[config.mk]
export PLATFORM = sky130hd
export DESIGN_NAME = chf_mac
export DESIGN_NICKNAME = d
export VERILOG_FILES = /design/src/rtl/core/chf_pkg.sv /design/src/rtl/core/chf_mac.sv
export SDC_FILE = /design/constraint.sdc
export NUM_CORES = 2
export LEC_CHECK = 0
export ABC_AREA = 0
export ABC_CLOCK_PERIOD_IN_PS = 14010
export BUFFER_PORTS_ARGS = -buffer_cell sky130_fd_sc_hd__buf_2
export CORE_UTILIZATION = 35
export CTS_CLUSTER_DIAMETER = 80
export DETAILED_ROUTE_END_ITERATION = 8
export GPL_ROUTABILITY_DRIVEN = 0
export GPL_TIMING_DRIVEN = 0
export PLACE_DENSITY = 0.46
export SLEW_MARGIN = 20
export SYNTH_ARGS = -nofsm -noshare
export SYNTH_HDL_FRONTEND = slang
export SYNTH_SLANG_ARGS = --single-unit
[constraint.sdc]
create_clock -name i_clk -period 14.01 [get_ports i_clk]
set_input_delay 2.1015 -clock i_clk [delete_from_list [all_inputs] [get_ports i_clk]]
set_output_delay 2.1015 -clock i_clk [all_outputs]
set_load 0.02 [all_outputs]
[src/rtl/core/chf_pkg.sv]
// ----------------------------------------------------------------------------
// chf_pkg
// Shared constants, types and command codes for the complex halfband FIR.
// ----------------------------------------------------------------------------
package chf_pkg;

    // Filter geometry
    localparam int TAPS   = 63;
    localparam int CENTER = TAPS / 2;
    localparam int NCOEF  = (TAPS / 2 + 1) / 2 + 1;

    // Number of symmetric pairs that fall inside the window
    function automatic int count_pairs();
        int n;
        n = 0;
        for (int k = 1; k < NCOEF; k++) begin
            if ((2 * k - 1) <= CENTER && (CENTER + 2 * k - 1) < TAPS) begin
                n++;
            end
        end
        return n;
    endfunction

    // One pass per coefficient: centre tap plus every pair
    localparam int NSTEP  = count_pairs() + 1;
    // Slots beyond 31 cannot be addressed by a 5-bit index
    localparam int CDEPTH = (NCOEF > 32) ? 32 : NCOEF;
    localparam int CIW    = $clog2(CDEPTH);
    localparam int AW     = $clog2(TAPS);
    localparam int FW     = $clog2(TAPS + 1);
    localparam int KW     = $clog2(NSTEP);
    // Age (0 = newest) of the centre sample
    localparam int AGE_C  = TAPS - 1 - CENTER;

    // Stream widths
    localparam int IN_TDATA_W  = 56;
    localparam int OUT_TDATA_W = 32;

    // Command codes carried in tuser
    localparam logic CMD_FILTER = 1'b0;
    localparam logic CMD_LOAD   = 1'b1;

    typedef logic signed [15:0] t_s16;

    // One complex sample as held in the window memory
    typedef struct packed {
        t_s16 im;
        t_s16 re;
    } t_cplx;

    // Per-step control travelling alongside the read data
    typedef struct packed {
        logic valid;
        logic first;
        logic last;
        logic en_a;
        logic en_b;
    } t_mac_ctrl;

    // Accumulator result back to the sequencer
    typedef struct packed {
        logic        done;
        logic [31:0] acc_re;
        logic [31:0] acc_im;
    } t_mac_res;

endpackage

[src/rtl/core/chf_mac.sv]
// ----------------------------------------------------------------------------
// chf_mac
// Shared pre-add, multiply and accumulate unit, one lane each for the real
// and imaginary parts. Three register stages: pre-add, product, accumulate.
// ----------------------------------------------------------------------------
module chf_mac (
    input  logic                i_clk,
    input  logic                i_rst_n,
    input  chf_pkg::t_mac_ctrl  i_ctrl,
    input  chf_pkg::t_cplx      i_a,
    input  chf_pkg::t_cplx      i_b,
    input  chf_pkg::t_s16       i_coef,
    output chf_pkg::t_mac_res   o_res
);
    import chf_pkg::*;

    t_mac_ctrl          r_s1_ctrl;
    t_mac_ctrl          r_s2_ctrl;
    logic signed [16:0] r_pre_re;
    logic signed [16:0] r_pre_im;
    t_s16               r_s1_coef;
    logic [31:0]        r_prod_re;
    logic [31:0]        r_prod_im;
    logic [31:0]        r_acc_re;
    logic [31:0]        r_acc_im;
    logic               r_done;

    logic signed [16:0] w_a_re, w_a_im, w_b_re, w_b_im;
    logic signed [32:0] w_prod_re, w_prod_im;

    // Gate samples that lie beyond the filled part of the window
    assign w_a_re = i_ctrl.en_a ? 17'(i_a.re) : '0;
    assign w_a_im = i_ctrl.en_a ? 17'(i_a.im) : '0;
    assign w_b_re = i_ctrl.en_b ? 17'(i_b.re) : '0;
    assign w_b_im = i_ctrl.en_b ? 17'(i_b.im) : '0;

    // 17 x 16 signed products; low 32 bits wrap as the accumulator does
    assign w_prod_re = r_pre_re * r_s1_coef;
    assign w_prod_im = r_pre_im * r_s1_coef;

    // Control pipeline
    always_ff @(posedge i_clk) begin
        if (!i_rst_n) begin
            r_s1_ctrl <= '0;
            r_s2_ctrl <= '0;
            r_done    <= 1'b0;
        end else begin
            r_s1_ctrl <= i_ctrl;
            r_s2_ctrl <= r_s1_ctrl;
            r_done    <= r_s2_ctrl.valid && r_s2_ctrl.last;
        end
    end

    // Datapath: pre-add, product, accumulate
    always_ff @(posedge i_clk) begin
        r_pre_re  <= w_a_re + w_b_re;
        r_pre_im  <= w_a_im + w_b_im;
        r_s1_coef <= i_coef;
        r_prod_re <= w_prod_re[31:0];
        r_prod_im <= w_prod_im[31:0];
        if (r_s2_ctrl.valid) begin
            r_acc_re <= r_s2_ctrl.first ? r_prod_re : r_acc_re + r_prod_re;
            r_acc_im <= r_s2_ctrl.first ? r_prod_im : r_acc_im + r_prod_im;
        end
    end

    assign o_res.done   = r_done;
    assign o_res.acc_re = r_acc_re;
    assign o_res.acc_im = r_acc_im;

endmodule

==> results.md <==
* Status: completed
* Port-buffer cells at between 150 and 200
* HP Class: reg2reg
* Worst-skew pair later-pin latency at 510 ps
* Routed WL per cell at 18.4 um
* Net Count, Synth at 4,128
* Die area at around 0.087 mm^2
* Die extent in y at 295 um
* Area delta synth->final at 9.35%
* R2r setup slk at 6300 ps
* Setup-failing EPs final at 0
* Achievable Freq at roughly 130 MHz
* Seq/Total Area, Yosys at 14.4%
* First DRT Iteration DRCs at between 1k and 1.5k
* Setup TNS at 0 ps
* Vias in the first global route at 23.4k
* CTS H-tree lvls at 4
* First-pass GRT wire length at 133,000 um
* Overflow after GRT at 0
* Pin count of the biggest net entering global routing at 34
* Async set-reset flop share out of synthesis at 0%
* Ys flop type: dfxtp_1
* Final hold vios at 0
* Critical path type: reg2reg
* CTS tree: built
* Min-delay src: r_s1_ctrl[3]
* Final max-slew violation count at 0
* Core area at 0.0851 mm^2
* Synthesized area at about 0.030 mm^2
* Number of buffers created by CTS at 17
* Total GRT Usage at 20.2%
* Ys Warns at 0
* Startpoint types: register
* Slew Limit Headroom at about a quarter
* Io pins at approximately 150
* # hold bufs at CTS at 0
* Largest area contributor in the netlist: fa_1
* Synth unique cells at between 70 and 80
* Slowest stage delay, CP at approximately 860 ps
* Minimum clock period at a little under 8000 ps
* Synth top area share at a little over a third
* CTS Sinks at approximately 190
* Fin crit share at a little under three fifths
* Postcts setup bufs at 0
* Cell Chain, Critical Path: clkbuf_1, nand2_1, inv_1, fa_1, fa_1, inv_1, fa_1, fa_1, inv_1, fa_1, fa_1, ha_1, nor3_1, o211ai_1, and2_1, o31a_1, a2111oi_4, o21bai_1, a21oi_1, xnor2_1
* Initial antenna violation count at 9
* CTS max path bufs at 2
* Dpl hpwl at between 70,000 and 80,000 um
* Most frequent CP cell: fa_1
* Crit-path slowest cell: dfxtp_1
* Crit. Startpoint: r_s1_coef[2]
* Worst setup EP type: register
* Yosys reg bits at 185
* Dpl cells at about 4.5k
* Via count at 22.1k
* Area contributors post-synth: fa_1, ha_1, dfxtp_1
* Critical R2R Launch: r_s1_coef[2]
* Final WL at around 84,000 um
* Number of synthesized flops with an enable pin at 64
* Max-cap check violation count at 0
* Initial Utilization at 35.3%
* Num rows at roughly 110
* RSZ-0062 raised after global routing: false
* Antenna Nets Post-Route at 0
* Fraction of layout instances using a drive strength above 1 at about 6.2%
* Slew @ Worst Pin at around 1100 ps
* Fill count at slightly below 9k
* Critical Path RT at 14,440 ps
* Ant diodes at 0
* Clk root buf: clkbuf_16
* Worst endpoint data arrival time at 8140 ps
* Die X at 295 um
* Syn avg cell area at ~9.3 um^2
* DRC at 0
* Synth Instances at 3,239
* Max FO, Critical Path at 10
* Post-CTS Resized at 0
* Fin Clk Skew at approximately 13 ps
* Worst-path clk slew at ~70 ps
* First drt pass iteration count at 7
* Vias per inst at 4.84
* Number of nets in the layout at between 4k and 5k
* Finished Layout Cells at 4,567
==> routing by layer <==
layer | share of wire, % | track usage [%]
met4 | 2.0 | 4.92
met1 | 46 | 27.5
met5 | 0.083 | 0
met2 | 46 | 32.9
met3 | 5.4 | 4.02
==> kinds of logic (layout without fill, tap and decap cells) <==
family,count (synthesis),count (layout),synth area share (%)
muxes,6,6,0.216
xor gates and xnor gates,149,149,4.34
adders and majority gates,802,802,46.9
DFF,185,185,14.4
and+or+nand+nor,937,937,15.4
AOI/OAI and AO/OA,433,433,9.64
buffers and inverters,727,911,9.08
==> cell usage after synthesis (56+ instances only) <==
library cell and number:
ha_1 258, xnor2_1 97, dfxtp_1 121, clkbuf_1 109, fa_1 544, nor2_1 94, a21o_1 56, nand2_1 383
a21oi_1 88, o21ai_0 114, and2_1 323, inv_1 614, edfxtp_1 64
==> cells in the final DEF (no fill, tap or decap), types with 4 or more instances in the layout <==
cell type	Yosys	routed
o31ai_1	11	11
nand3_1	25	25
nor3_1	21	21
a2111oi_0	9	9
xnor2_1	97	97
a21oi_1	88	88
and2_1	323	323
a21boi_0	4	4
fa_1	544	544
nand4_1	7	7
nand2b_1	30	30
o21ai_1	4	4
o41ai_1	5	5
nor2_1	94	94
a31o_2	6	6
a21o_1	56	56
o211ai_1	11	11
a211o_1	7	7
dfxtp_1	121	120
mux2_2	4	4
o21bai_1	21	21
clkbuf_16	0	17
or3_1	10	10
or2_2	5	5
inv_1	614	614
clkbuf_1	109	110
o31a_1	5	5
and3_1	14	14
a211oi_1	16	16
o21ai_0	114	114
xor2_1	52	52
nor2b_1	13	13
buf_2	0	152
a31oi_1	9	9
o21a_1	19	19
ha_1	258	258
edfxtp_1	64	64
nand2_1	383	383
clkbuf_8	0	4
==> state kept, by name, summed over array words and instances (netlist names) <==
name	flops
r_prod_im	32
r_pre_re	17
r_done	1
r_acc_im	32
r_s2_ctrl	3
r_s1_ctrl	3
r_s1_coef	16
r_acc_re	32
r_prod_re	32
r_pre_im	17
==> layout make-up <==
type	instances	area, um^2	area share, %
Clock inverter	10	116	0.354
Inverter	614	2300	7.00
Timing Repair Buffer	152	776	2.36
Clock buffer	22	484	1.47
Sequential cell	185	4350	13.2
Multi-Input combinational cell	2327	23000	69.9
Buffer	113	429	1.30
Tap cell	1144	1430	4.35
==> path summary, 6_finish.rpt <==
kind / to / depth (start not counted)
max: r_prod_re[31] / 20
min: r_s2_ctrl[3] / 1
max reg2reg: r_prod_re[31] / 20
min reg2reg: r_s2_ctrl[3] / 1
==> stage by stage <==
stage	area [um^2]	hold WS, ps	setup WS, ps	utilization [%]
floorplan	30100	412	7940	-
global placement	32300	415	6340	37.9
detailed placement	32300	423	6370	37.9
CTS	32900	451	6330	38.6
global route	32900	475	5900	38.6
finish	32900	443	6300	38.6
==> critical path, delay by kind of cell (launching register included) <==
kind | cells | cell delay, ps
AND/OR/NAND/NOR | 3 | 820
flip-flops | 1 | 860
XOR/XNOR | 1 | 130
AO/OA/AOI/OAI | 5 | 1140
buffers and inverters | 4 | 1180
adder cells (fa/ha/maj) | 7 | 3500
Power is not shown: default switching activity piles up to over one toggle a cycle in this logic, so the estimate is an artifact.
